`src/hw/rtl/multi_ultrasonic_ranger_top_macros.svh`:
```
// Assertion macros for the multi-sensor ultrasonic ranger.
// Used by multi_ultrasonic_ranger_top; needs a clock i_clk and a reset i_rst_n in scope.
`ifndef MULTI_ULTRASONIC_RANGER_TOP_MACROS_SVH
`define MULTI_ULTRASONIC_RANGER_TOP_MACROS_SVH

// same-cycle implication, disabled in reset
`define MUR_ASSERT_NOW(label, ante, cons, msg) \
    label: assert property (@(posedge i_clk) disable iff (!i_rst_n) (ante) |-> (cons)) \
        else $error(msg);

// next-cycle implication, disabled in reset
`define MUR_ASSERT_NEXT(label, ante, cons, msg) \
    label: assert property (@(posedge i_clk) disable iff (!i_rst_n) (ante) |=> (cons)) \
        else $error(msg);

`endif

```
`src/hw/rtl/mur_pkg.sv`:
```
// Shared types and constants of the multi-sensor ultrasonic ranger.
// No dependencies; used by mur_dist, mur_ctrl and multi_ultrasonic_ranger_top.
package mur_pkg;

    localparam int MaxSensors = 8;

    localparam int CountW = 4;
    localparam int SettleW = 8;
    localparam int PulseW = 8;
    localparam int TimerW = 17;
    localparam int WidthW = 16;
    localparam int SensW = 3;
    localparam int DistW = 13;
    localparam int EchoW = 8;
    localparam int CfgIdxW = 2;
    localparam int CfgDataW = 17;

    // register indexes of the config port
    localparam logic [CfgIdxW-1:0] CFG_SENSOR_COUNT = 2'd0;
    localparam logic [CfgIdxW-1:0] CFG_SETTLE_US = 2'd1;
    localparam logic [CfgIdxW-1:0] CFG_PULSE_US = 2'd2;
    localparam logic [CfgIdxW-1:0] CFG_TIMEOUT_US = 2'd3;

    // reset values of the config registers
    localparam logic [CountW-1:0] RST_SENSOR_COUNT = 4'd8;
    localparam logic [SettleW-1:0] RST_SETTLE_US = 8'd2;
    localparam logic [PulseW-1:0] RST_PULSE_US = 8'd14;
    localparam logic [TimerW-1:0] RST_TIMEOUT_US = 17'd100000;

    // cm = floor(half_width * 10 / 291) = (half_width * 4612300) >> 27
    // exact for half_width below 2^15
    localparam int RecipW = 23;
    localparam logic [RecipW-1:0] DIST_RECIP = 23'd4612300;
    localparam int DistShift = 27;
    localparam int ProdW = 38;
    localparam int DistCmW = 11;

    localparam logic signed [DistW-1:0] DIST_TIMEOUT = -13'sd1;

    typedef enum logic [4:0] {
        PH_IDLE    = 5'b00001,
        PH_SETTLE  = 5'b00010,
        PH_PULSE   = 5'b00100,
        PH_LISTEN  = 5'b01000,
        PH_MEASURE = 5'b10000
    } t_phase;

    typedef struct packed {
        logic [CountW-1:0]  sensor_count;
        logic [SettleW-1:0] settle_us;
        logic [PulseW-1:0]  pulse_us;
        logic [TimerW-1:0]  timeout_us;
    } t_cfg;

    typedef struct packed {
        logic [SensW-1:0]        sensor_index;
        logic signed [DistW-1:0] distance_cm;
        logic                    done_res;
        logic                    busy_res;
        logic                    drive_enable;
        logic                    trigger_level;
    } t_result;

endpackage

```
`src/hw/rtl/mur_dist.sv`:
```
// Echo width to distance conversion: floor(floor(width/2)*10/291) cm.
// Depends on mur_pkg; one constant multiply, no divider.
module mur_dist (
    input  logic [mur_pkg::WidthW-1:0]  i_width,
    output logic [mur_pkg::DistCmW-1:0] o_dist_cm
);

    logic [mur_pkg::WidthW-2:0] half_w;
    logic [mur_pkg::ProdW-1:0]  prod;

    assign half_w = i_width[mur_pkg::WidthW-1:1];
    assign prod = mur_pkg::ProdW'(half_w) * mur_pkg::ProdW'(mur_pkg::DIST_RECIP);
    assign o_dist_cm = prod[mur_pkg::DistShift +: mur_pkg::DistCmW];

endmodule

```
`src/hw/rtl/mur_ctrl.sv`:
```
// Phase sequencer of the ranger: settle, pulse, listen and measure per tick.
// Depends on mur_pkg and mur_dist; state advances only on an accepted request.
module mur_ctrl (
    input  logic                       i_clk,
    input  logic                       i_rst_n,
    input  logic                       i_accept,
    input  logic                       i_cmd,
    input  logic [mur_pkg::EchoW-1:0]  i_echo,
    input  mur_pkg::t_cfg              i_cfg,
    output mur_pkg::t_result           o_result
);

    mur_pkg::t_phase                r_phase, n_phase;
    logic [mur_pkg::TimerW-1:0]     r_timer, n_timer;
    logic [mur_pkg::WidthW-1:0]     r_width, n_width;
    logic [mur_pkg::SensW-1:0]      r_sel, n_sel;

    logic [mur_pkg::DistCmW-1:0]    dist_cm;
    logic [mur_pkg::CountW-1:0]     n_active;
    logic [mur_pkg::EchoW-1:0]      hits;
    logic                           found;
    logic [mur_pkg::SensW-1:0]      first_idx;

    mur_dist u_dist (
        .i_width   (r_width),
        .o_dist_cm (dist_cm)
    );

    // sensors in use, clamped to the physical count
    assign n_active = (i_cfg.sensor_count > mur_pkg::CountW'(mur_pkg::MaxSensors))
                    ? mur_pkg::CountW'(mur_pkg::MaxSensors) : i_cfg.sensor_count;

    // lowest-index echo among sensors in use
    always_comb begin
        hits = '0;
        first_idx = '0;
        for (int i = 0; i < mur_pkg::EchoW; i++) begin
            hits[i] = i_echo[i] && (mur_pkg::CountW'(i) < n_active);
        end
        for (int i = mur_pkg::EchoW - 1; i >= 0; i--) begin
            if (hits[i]) begin
                first_idx = mur_pkg::SensW'(i);
            end
        end
    end
    assign found = |hits;

    always_comb begin
        mur_pkg::t_phase            cur;
        logic [mur_pkg::TimerW-1:0] tmr;
        logic [mur_pkg::TimerW-1:0] tmr_inc;
        logic                       is_idle;

        is_idle = !(r_phase == mur_pkg::PH_SETTLE || r_phase == mur_pkg::PH_PULSE ||
                    r_phase == mur_pkg::PH_LISTEN || r_phase == mur_pkg::PH_MEASURE);
        // start request lands on the first settle (or pulse) tick
        if (is_idle) begin
            tmr = '0;
            if (i_cmd) begin
                cur = (i_cfg.settle_us == '0) ? mur_pkg::PH_PULSE : mur_pkg::PH_SETTLE;
            end else begin
                cur = mur_pkg::PH_IDLE;
            end
        end else begin
            tmr = r_timer;
            cur = r_phase;
        end
        tmr_inc = tmr + 1'b1;

        n_phase = cur;
        n_timer = tmr;
        n_width = r_width;
        n_sel = r_sel;
        o_result = '0;

        unique case (cur)
            mur_pkg::PH_SETTLE: begin
                o_result.drive_enable = 1'b1;
                o_result.busy_res = 1'b1;
                n_timer = tmr_inc;
                if (tmr_inc >= mur_pkg::TimerW'(i_cfg.settle_us)) begin
                    n_phase = mur_pkg::PH_PULSE;
                    n_timer = '0;
                end
            end
            mur_pkg::PH_PULSE: begin
                o_result.trigger_level = 1'b1;
                o_result.drive_enable = 1'b1;
                o_result.busy_res = 1'b1;
                n_timer = tmr_inc;
                if (tmr_inc >= mur_pkg::TimerW'(i_cfg.pulse_us)) begin
                    n_phase = mur_pkg::PH_LISTEN;
                    n_timer = '0;
                    n_width = '0;
                end
            end
            mur_pkg::PH_LISTEN: begin
                // an echo wins over a timeout on the same tick
                if (found) begin
                    n_sel = first_idx;
                    n_width = mur_pkg::WidthW'(1);
                    n_phase = mur_pkg::PH_MEASURE;
                    o_result.busy_res = 1'b1;
                end else if (tmr_inc >= i_cfg.timeout_us || tmr_inc == '0) begin
                    o_result.done_res = 1'b1;
                    o_result.distance_cm = mur_pkg::DIST_TIMEOUT;
                    n_phase = mur_pkg::PH_IDLE;
                    n_timer = '0;
                end else begin
                    o_result.busy_res = 1'b1;
                    n_timer = tmr_inc;
                end
            end
            mur_pkg::PH_MEASURE: begin
                if (i_echo[r_sel]) begin
                    if (r_width != '1) begin
                        n_width = r_width + 1'b1;
                    end
                    o_result.busy_res = 1'b1;
                end else begin
                    o_result.done_res = 1'b1;
                    o_result.distance_cm = mur_pkg::DistW'(dist_cm);
                    o_result.sensor_index = r_sel;
                    n_phase = mur_pkg::PH_IDLE;
                    n_timer = '0;
                end
            end
            mur_pkg::PH_IDLE: begin
                n_phase = mur_pkg::PH_IDLE;
            end
            default: begin
                n_phase = mur_pkg::PH_IDLE;
            end
        endcase
    end

    always_ff @(posedge i_clk) begin
        if (!i_rst_n) begin
            r_phase <= mur_pkg::PH_IDLE;
            r_timer <= '0;
            r_width <= '0;
            r_sel <= '0;
        end else if (i_accept) begin
            r_phase <= n_phase;
            r_timer <= n_timer;
            r_width <= n_width;
            r_sel <= n_sel;
        end
    end

endmodule

```
`src/hw/rtl/multi_ultrasonic_ranger_top.sv`:
```
// Top level of the multi-sensor ultrasonic ranger: config registers and output register.
// Depends on mur_pkg, mur_ctrl (with mur_dist) and multi_ultrasonic_ranger_top_macros.svh.
//
// Usage:
// - Input stream: one request per microsecond tick. tdata carries the sampled echo
//   pin levels, tuser the start flag. A start while a measurement runs is dropped.
// - Output stream: exactly one result per input request, giving the pin drive for
//   that tick, busy/done, and on done the distance in cm (-1 on timeout) and the
//   sensor measured (lowest-index echo among the sensors in use wins).
// - Latency: a result is presented the cycle after its request is taken.
// - Throughput: one request per cycle unless the output stalls; the path from the
//   state registers through the phase logic and the single constant multiply of
//   the cm conversion into the output register sets the clock, not the rate.
// - Stall: the output register holds its result while m_axis_tready is low; input
//   tready stays high whenever the output register is empty or being drained, so
//   a new tick is taken in the same cycle the pending result leaves.
// - Reset (synchronous, active low): phase idle, timers cleared, config registers
//   back to 8 sensors, 2 us settle, 14 us pulse, 100000 us timeout, output empty.
// - Config: write enable, index and data; the write takes effect at the clock edge.
`include "multi_ultrasonic_ranger_top_macros.svh"

module multi_ultrasonic_ranger_top (
    input  logic                          i_clk,
    input  logic                          i_rst_n,
    // input stream
    input  logic                          s_axis_tvalid,
    output logic                          s_axis_tready,
    input  logic [7:0]                    s_axis_tdata,   // [7:0] echo_levels
    input  logic                          s_axis_tuser,   // [0] cmd
    // output stream
    output logic                          m_axis_tvalid,
    input  logic                          m_axis_tready,
    // [0] trigger_level, [1] drive_enable, [2] busy_res, [3] done_res,
    // [16:4] distance_cm, [19:17] sensor_index, [23:20] zero
    output logic [23:0]                   m_axis_tdata,
    // config write port
    input  logic                          i_cfg_we,
    input  logic [mur_pkg::CfgIdxW-1:0]   i_cfg_idx,
    input  logic [mur_pkg::CfgDataW-1:0]  i_cfg_wdata
);

    mur_pkg::t_cfg    r_cfg;
    mur_pkg::t_result ctrl_result;
    mur_pkg::t_result r_out;
    logic             r_out_valid;
    logic             accept;

    // output register may be refilled as soon as it is empty or draining
    assign s_axis_tready = !r_out_valid || m_axis_tready;
    assign accept = s_axis_tvalid && s_axis_tready;

    // config registers
    always_ff @(posedge i_clk) begin
        if (!i_rst_n) begin
            r_cfg.sensor_count <= mur_pkg::RST_SENSOR_COUNT;
            r_cfg.settle_us <= mur_pkg::RST_SETTLE_US;
            r_cfg.pulse_us <= mur_pkg::RST_PULSE_US;
            r_cfg.timeout_us <= mur_pkg::RST_TIMEOUT_US;
        end else if (i_cfg_we) begin
            unique case (i_cfg_idx)
                mur_pkg::CFG_SENSOR_COUNT: begin
                    r_cfg.sensor_count <= i_cfg_wdata[mur_pkg::CountW-1:0];
                end
                mur_pkg::CFG_SETTLE_US: begin
                    r_cfg.settle_us <= i_cfg_wdata[mur_pkg::SettleW-1:0];
                end
                mur_pkg::CFG_PULSE_US: begin
                    r_cfg.pulse_us <= i_cfg_wdata[mur_pkg::PulseW-1:0];
                end
                mur_pkg::CFG_TIMEOUT_US: begin
                    r_cfg.timeout_us <= i_cfg_wdata[mur_pkg::TimerW-1:0];
                end
                default: begin
                end
            endcase
        end
    end

    mur_ctrl u_ctrl (
        .i_clk    (i_clk),
        .i_rst_n  (i_rst_n),
        .i_accept (accept),
        .i_cmd    (s_axis_tuser),
        .i_echo   (s_axis_tdata),
        .i_cfg    (r_cfg),
        .o_result (ctrl_result)
    );

    // result register
    always_ff @(posedge i_clk) begin
        if (!i_rst_n) begin
            r_out_valid <= 1'b0;
        end else if (accept) begin
            r_out_valid <= 1'b1;
        end else if (m_axis_tready) begin
            r_out_valid <= 1'b0;
        end
    end

    always_ff @(posedge i_clk) begin
        if (accept) begin
            r_out <= ctrl_result;
        end
    end

    assign m_axis_tvalid = r_out_valid;
    assign m_axis_tdata = {4'b0000, r_out.sensor_index, r_out.distance_cm, r_out.done_res,
                           r_out.busy_res, r_out.drive_enable, r_out.trigger_level};

    // every taken tick shows up as a result on the next cycle
    `MUR_ASSERT_NEXT(a_result_follows, accept, r_out_valid, "no result after request")
    // a finished measurement never reports busy
    `MUR_ASSERT_NOW(a_done_not_busy, r_out_valid && r_out.done_res, !r_out.busy_res,
                    "done and busy together")
    // trigger high only while the pins are driven
    `MUR_ASSERT_NOW(a_trig_driven, r_out_valid && r_out.trigger_level, r_out.drive_enable,
                    "trigger high with pins released")
    // timeout results carry sensor zero
    `MUR_ASSERT_NOW(a_timeout_idx,
                    r_out_valid && r_out.distance_cm == mur_pkg::DIST_TIMEOUT,
                    r_out.done_res && r_out.sensor_index == '0,
                    "bad timeout result")

endmodule

```
`config.mk`:
```
export PLATFORM = sky130hd
export DESIGN_NAME = multi_ultrasonic_ranger_top
export DESIGN_NICKNAME = d
export VERILOG_FILES = /design/src/hw/rtl/mur_pkg.sv /design/src/hw/rtl/mur_dist.sv /design/src/hw/rtl/mur_ctrl.sv /design/src/hw/rtl/multi_ultrasonic_ranger_top.sv
export VERILOG_INCLUDE_DIRS = /design/src /design/src/hw/rtl
export SDC_FILE = /design/constraint.sdc
export NUM_CORES = 1
export LEC_CHECK = 0
export BUFFER_PORTS_ARGS = -buffer_cell sky130_fd_sc_hd__buf_2
export CORE_MARGIN = 2
export CORE_UTILIZATION = 63
export DETAILED_ROUTE_END_ITERATION = 8
export PLACE_DENSITY = 0.87
export SYNTH_ARGS = -nofsm -noshare
export SYNTH_HDL_FRONTEND = slang
export SYNTH_SLANG_ARGS = --single-unit
```
`constraint.sdc`:
```
create_clock -name i_clk -period 6.5 [get_ports i_clk]
set_input_delay 0.65 -clock i_clk [delete_from_list [all_inputs] [get_ports i_clk]]
set_output_delay 0.65 -clock i_clk [all_outputs]
set_load 0.05 [all_outputs]
```
### Word level (Yosys, flattened, before mapping)

Cells that the tools add are included.

* register bits after elaboration: 99
* bits in latches: 0
* bits in writable memories: 0
* ROM bits: 0
* input port bits: 33
* output and inout bits: 26
* word-level logic and storage cells: 121
* memories kept: 0

* add/subtract/negate cells: 2
* multipliers: 1
* div/mod/pow operators: 0
* $lt $le $gt $ge: 13
* equality and inequality tests: 16
* shifts and indexed selects: 0
* muxes and demuxes: 44
* bitwise gates (word level): 1
* reduce and logical (&&, ||, !) cells: 29

Operators by type and width (number)
* 17-bit two-way mux: 6
* 17-bit one-hot mux with 4 select lines: 1
* 16-bit two-way mux: 4
* 16-bit one-hot mux with 3 select lines: 1
* 15-bit by 21-bit multiplier with 36-bit output (second input constant): 1
* 5-bit two-way mux: 7
* 17-bit by 8-bit greater-or-equal comparator with 1-bit output: 2
* 14-bit two-way mux: 2
* 14-bit one-hot mux with 2 select lines: 1
* 3-bit two-way mux: 9
* 5-bit one-hot mux with 4 select lines: 1
* 17-bit by 1-bit adder with 17-bit output (second input constant): 1
* 17-bit greater-or-equal comparator: 1
* 17-bit logical NOT: 1
* 16-bit by 1-bit adder with 16-bit output (second input constant): 1
* 3-bit by 4-bit less-than comparator with 1-bit output (first input constant): 4
* 16-bit != test (second input constant): 1
* 12-bit two-way mux: 1
* 5-bit by 2-bit equality test with 1-bit output (second input constant): 2
* 5-bit by 3-bit equality test with 1-bit output (second input constant): 2
* 5-bit by 4-bit equality test with 1-bit output (second input constant): 2
* 5-bit equality test (second input constant): 2
* 1-bit logical AND: 9
* 8-bit logical NOT: 1
* 22 further kinds: 43

### Logic depth before layout (Yosys ltp)

* word-level depth: 12
* mapped depth: 22
* mapped depth without buffers: 20

### By module

From an unflattened synthesis, not the netlist that was laid out.

* cells, all modules: 1130
* area total of the unflattened synthesis: 9955.8 µm²

By module, submodules not included
* mur_dist: instances 1, cells each 455, area each 4035.1 µm²
* mur_ctrl: instances 1, cells each 493, area each 3772.4 µm²
* multi_ultrasonic_ranger_top: instances 1, cells each 182, area each 2148.3 µm²

### Worst setup path before layout

Ideal clock, no wire load.

* path type: register to register
* start: register u_ctrl.r_width[14] in the netlist's numbering
* end: register r_out, in the netlist m_axis_tdata[12] (data pin)
* data arrival time: 5.027 ns
* required time: 6.236 ns
* setup slack: 1.209 ns
* stages on the path, launching flop included: 20
* clock period less this slack: 5.291 ns
* path through: dfxtp_1 -> inv_1 -> ha_1 -> fa_1 -> inv_1 -> ha_1 -> fa_1 -> fa_1 -> inv_1 -> fa_1 -> inv_1 -> ha_1 -> a211o_1 -> a21oi_1 -> o221a_2 -> o22a_1 -> a31oi_1 -> a211o_1 -> a211oi_1 -> o21ai_0

RTL lines
* start, declared: RTL line mur_ctrl.sv:15 `logic [mur_pkg::WidthW-1:0] r_width, n_width;`
* start signal, assigned: RTL line mur_ctrl.sv:146 `r_width <= n_width;`
* end signal, assigned: RTL line multi_ultrasonic_ranger_top.sv:102 `r_out <= ctrl_result;`
* end, declared: RTL line multi_ultrasonic_ranger_top.sv:44 `mur_pkg::t_result r_out;`

==> run_results.csv <==
group,metric,value,unit
status,status,"completed",
logic_synthesis,ys_seq_area_frac,0.2239,
power_and_ir_drop,power.density,129.4,nW/um2
route,vias,7914,
layout,area_delta_synth_final,5.675,%
global_route,grt_pass1_wl,37690,um
setup_path,crit_start,"u_ctrl.r_width[14]",
run,maxCapViolations,0,
clock_network,postCtsHoldBufs,0,
setup_path,crit_slowest_cell,"fa_1",
clock_network,cts_tree,"yes",
power_and_ir_drop,finalPower,1314,uW
power_and_ir_drop,vdd_drop_max,129.5,uV
layout,fin_util,0.6757,
setup_path,crit_family,"adder cells",
die,rows,45,
sta,finalCritPeriodShare,0.8982,
hold_path,worstHoldStart,"r_cfg[28]",
route,via_per_inst,6.097,
layout,diodes,0,
route,ant_nets,0,
die,fp.dieArea,16260,um2
layout,mostFrequentLayoutCells,"inv_1 (174), ha_1 (155), nand2_1 (108)",
die,io_pins,59,
setup_path,end_kind,"flop",
die,die_w,127.5,um
die,initial_utilization,0.6395,
power_and_ir_drop,power_frac_comb,0.107,
setup_path,worst-endpoint-required,6.59,ns
layout,nNetsFinal,1354,
clock_network,cts_resized,0,
logic_synthesis,synth.avg_cell_area,8.909,um2
global_route,gr-total-overflow,0,
clock_network,clock_tree.root_cell,"clkbuf_16",
power_and_ir_drop,p_clk_frac,0.401,
setup_path,arrival,5.93,ns
logic_synthesis,mappedNetlistArea,9613,um2
setup_path,crit_buf_inv,4,
sta,worst_slew_pin_slew,0.9299,ns
placement,gp_congestion,0.9757,
route,routedWlPerCell,17.54,um
sta,slew_headroom,0.3753,
logic_synthesis,synth_edf_count,19,
sta,maxSlewViolCount,0,
power_and_ir_drop,p_leak,0.005206,uW
clock_network,clock_latency,0.34,ns
route,drtIter0Drc,516,
global_route,antenna_found_initial,0,
power_and_ir_drop,p_sw_frac,0.2564,
sta,rsz0062_at_grt,"false",
clock_network,post-cts-setup-buffer-count,0,
logic_synthesis,ys_types,82,
die,fp.dieH,127.5,um
route,wirelength,22770,um
setup_path,worst_setup_path_start_kind,"flop",
logic_synthesis,ys_top_cells_by_area,"ha_1 (20%), dfxtp_1 (16%), fa_1 (12%)",
setup_path,cp_max_fo,7,
sta,finClkSkew,0.009737,ns
logic_synthesis,ys.flop_type,"dfxtp_1",
power_and_ir_drop,seqPwrFrac,0.492,
clock_network,path_clk_slew,0.07,ns
global_route,grt_pass1_vias,7977,
route,drc,0,
sta,finalSetupTns,0,ns
setup_path,slowest_delay,0.55,ns
placement,port_buffers,54,
global_route,grt_max_degree,42,
clock_network,cts_buffers,9,
logic_synthesis,synth_top_area_frac,0.2017,
layout,final_common_cell,"inv_1",
placement,dpl.hpwl,18360,um
logic_synthesis,yosysWarnings,0,
sta,post-route-min-period,5.838,ns
sta,setup_viol,0,
route,dr.pass1.iters,5,
global_route,grt_usage,0.2881,
power_and_ir_drop,internal_power,977.3,uW
logic_synthesis,yosysTopAreaCell,"ha_1",
clock_network,clk_path_buf_depth,2,
setup_path,crit_chain,"inv_1 -> ha_1 -> fa_1 -> inv_1 -> ha_1 -> fa_1 -> fa_1 -> inv_1 -> fa_1 -> inv_1 -> ha_1 -> a211o_1 -> a21oi_1 -> o221a_2 -> o22a_1 -> a31oi_1 -> a211o_1 -> a211oi_1 -> o21ai_0",
power_and_ir_drop,p_switching,337.0,uW
setup_path,worstSetupPathType,"reg2reg",
layout,layout-drive-gt1-share,0.09369,
sta,hold_viol,0,
logic_synthesis,syn_inst,1079,
die,design.core.area,15030,um2
logic_synthesis,async_reset_ff_frac,0,
clock_network,htreeDepth,3,
hold_path,hold_class,"reg2reg",
setup_path,r2r_start,"u_ctrl.r_width[14]",
sta,timing.fmax,171.3,MHz
logic_synthesis,synth-seq-cells,98,
clock_network,cts_sinks,98,
logic make-up (layout without fill, tap and decap cells):
logic type | count (synthesis) | in the layout | share of synthesized area
simple gates | 281 | 281 | 0.1467
compound gates | 231 | 231 | 0.1688
buf+inv | 219 | 247 | 0.09853
fa+ha+maj | 215 | 215 | 0.3267
flops | 98 | 98 | 0.2239
xor+xnor | 23 | 23 | 0.02096
mux | 11 | 11 | 0.01406
other cells | 1 | 4 | 0.0003901
final cells by class:
class                      instances  area [um2]
timing repair buffer              58       300.3
clock inverter                     1       7.507
fill                            1160        4875
inverter                         174       653.1
sequential                        98        2152
clock buffer                      14       285.3
tap                              188       235.2
multi-input combinational        765        6525
through the flow:
step                cell area (um2)  hold WS [ns]  worst slack (ns)  cells
floorplan                      9624        0.4363             1.209   1082
global placement               9866        0.4416            0.9493   1283
detailed placement             9866        0.4485            0.6941   1283
CTS                           10160        0.4602            0.6741   1298
global route                  10160        0.4813            0.3730   1298
finish                        10160        0.4608            0.6618   1298
worst register-to-register path, stage by stage, from the launching register on:
cell and delay, ns:
dfxtp_1 0.47, inv_1 0.08, ha_1 0.37, fa_1 0.56, inv_1 0.05, ha_1 0.35, fa_1 0.53, fa_1 0.55
inv_1 0.06, fa_1 0.52, inv_1 0.05, ha_1 0.18, a211o_1 0.29, a21oi_1 0.15, o221a_2 0.23, o22a_1 0.24
a31oi_1 0.20, a211o_1 0.34, a211oi_1 0.27, o21ai_0 0.12
cell usage after synthesis, drive strengths merged (4+ instances only):
cell	count
nand2b	6
and3	14
a211oi	11
xor2	4
ha	155
xnor2	19
mux2i	9
o21a	8
or4	8
nand4	9
a2111oi	4
a32oi	4
a32o	8
inv	174
nand3	28
a211o	4
a21o	17
o21ai	45
a311oi	4
o31ai	5
nor4	4
o211ai	26
edfxtp	19
nor3	10
a31oi	6
buf	24
or3	5
fa	60
clkbuf	21
or2	9
nand2	110
dfxtp	79
a21oi	57
nor2	59
and2	7
registers in the layout, indices dropped and copies added (netlist names):
name and cells:
u_ctrl.r_timer 17, u_ctrl.r_width 16, m_axis_tvalid 1, m_axis_tdata 19, u_ctrl.r_sel 3, r_cfg 37, u_ctrl.r_phase 5
power by group through the flow:
stage	Clock [uW]	Combinational, uW	Sequential (uW)
2_1_floorplan	0	82.6	678
3_3_place_gp	0	136	658
3_5_place_dp	0	139	659
4_1_cts	530	140	646
5_1_grt	553	153	647
6_report	527	141	646
worst paths after layout:
| check | slack [ns] | end | depth (start not counted) |
|---|---|---|---|
| setup / recovery | 0.66 | m_axis_tdata[12] | 19 |
| hold / removal | 0.46 | r_cfg[28] | 2 |
| setup reg to reg | 0.66 | m_axis_tdata[12] | 19 |
| hold reg to reg | 0.46 | r_cfg[28] | 2 |
routing by layer:
metal / vias to the layer above / share of wire / GRT usage
li1: 3779 / - / -
met1: 3791 / 0.41 / 0.3554
met2: 278 / 0.50 / 0.5074
met3: 66 / 0.052 / 0.03224
met4: 0 / 0.036 / 0.1306
met5: - / 0 / 0
(Power assumes the default switching activity.)
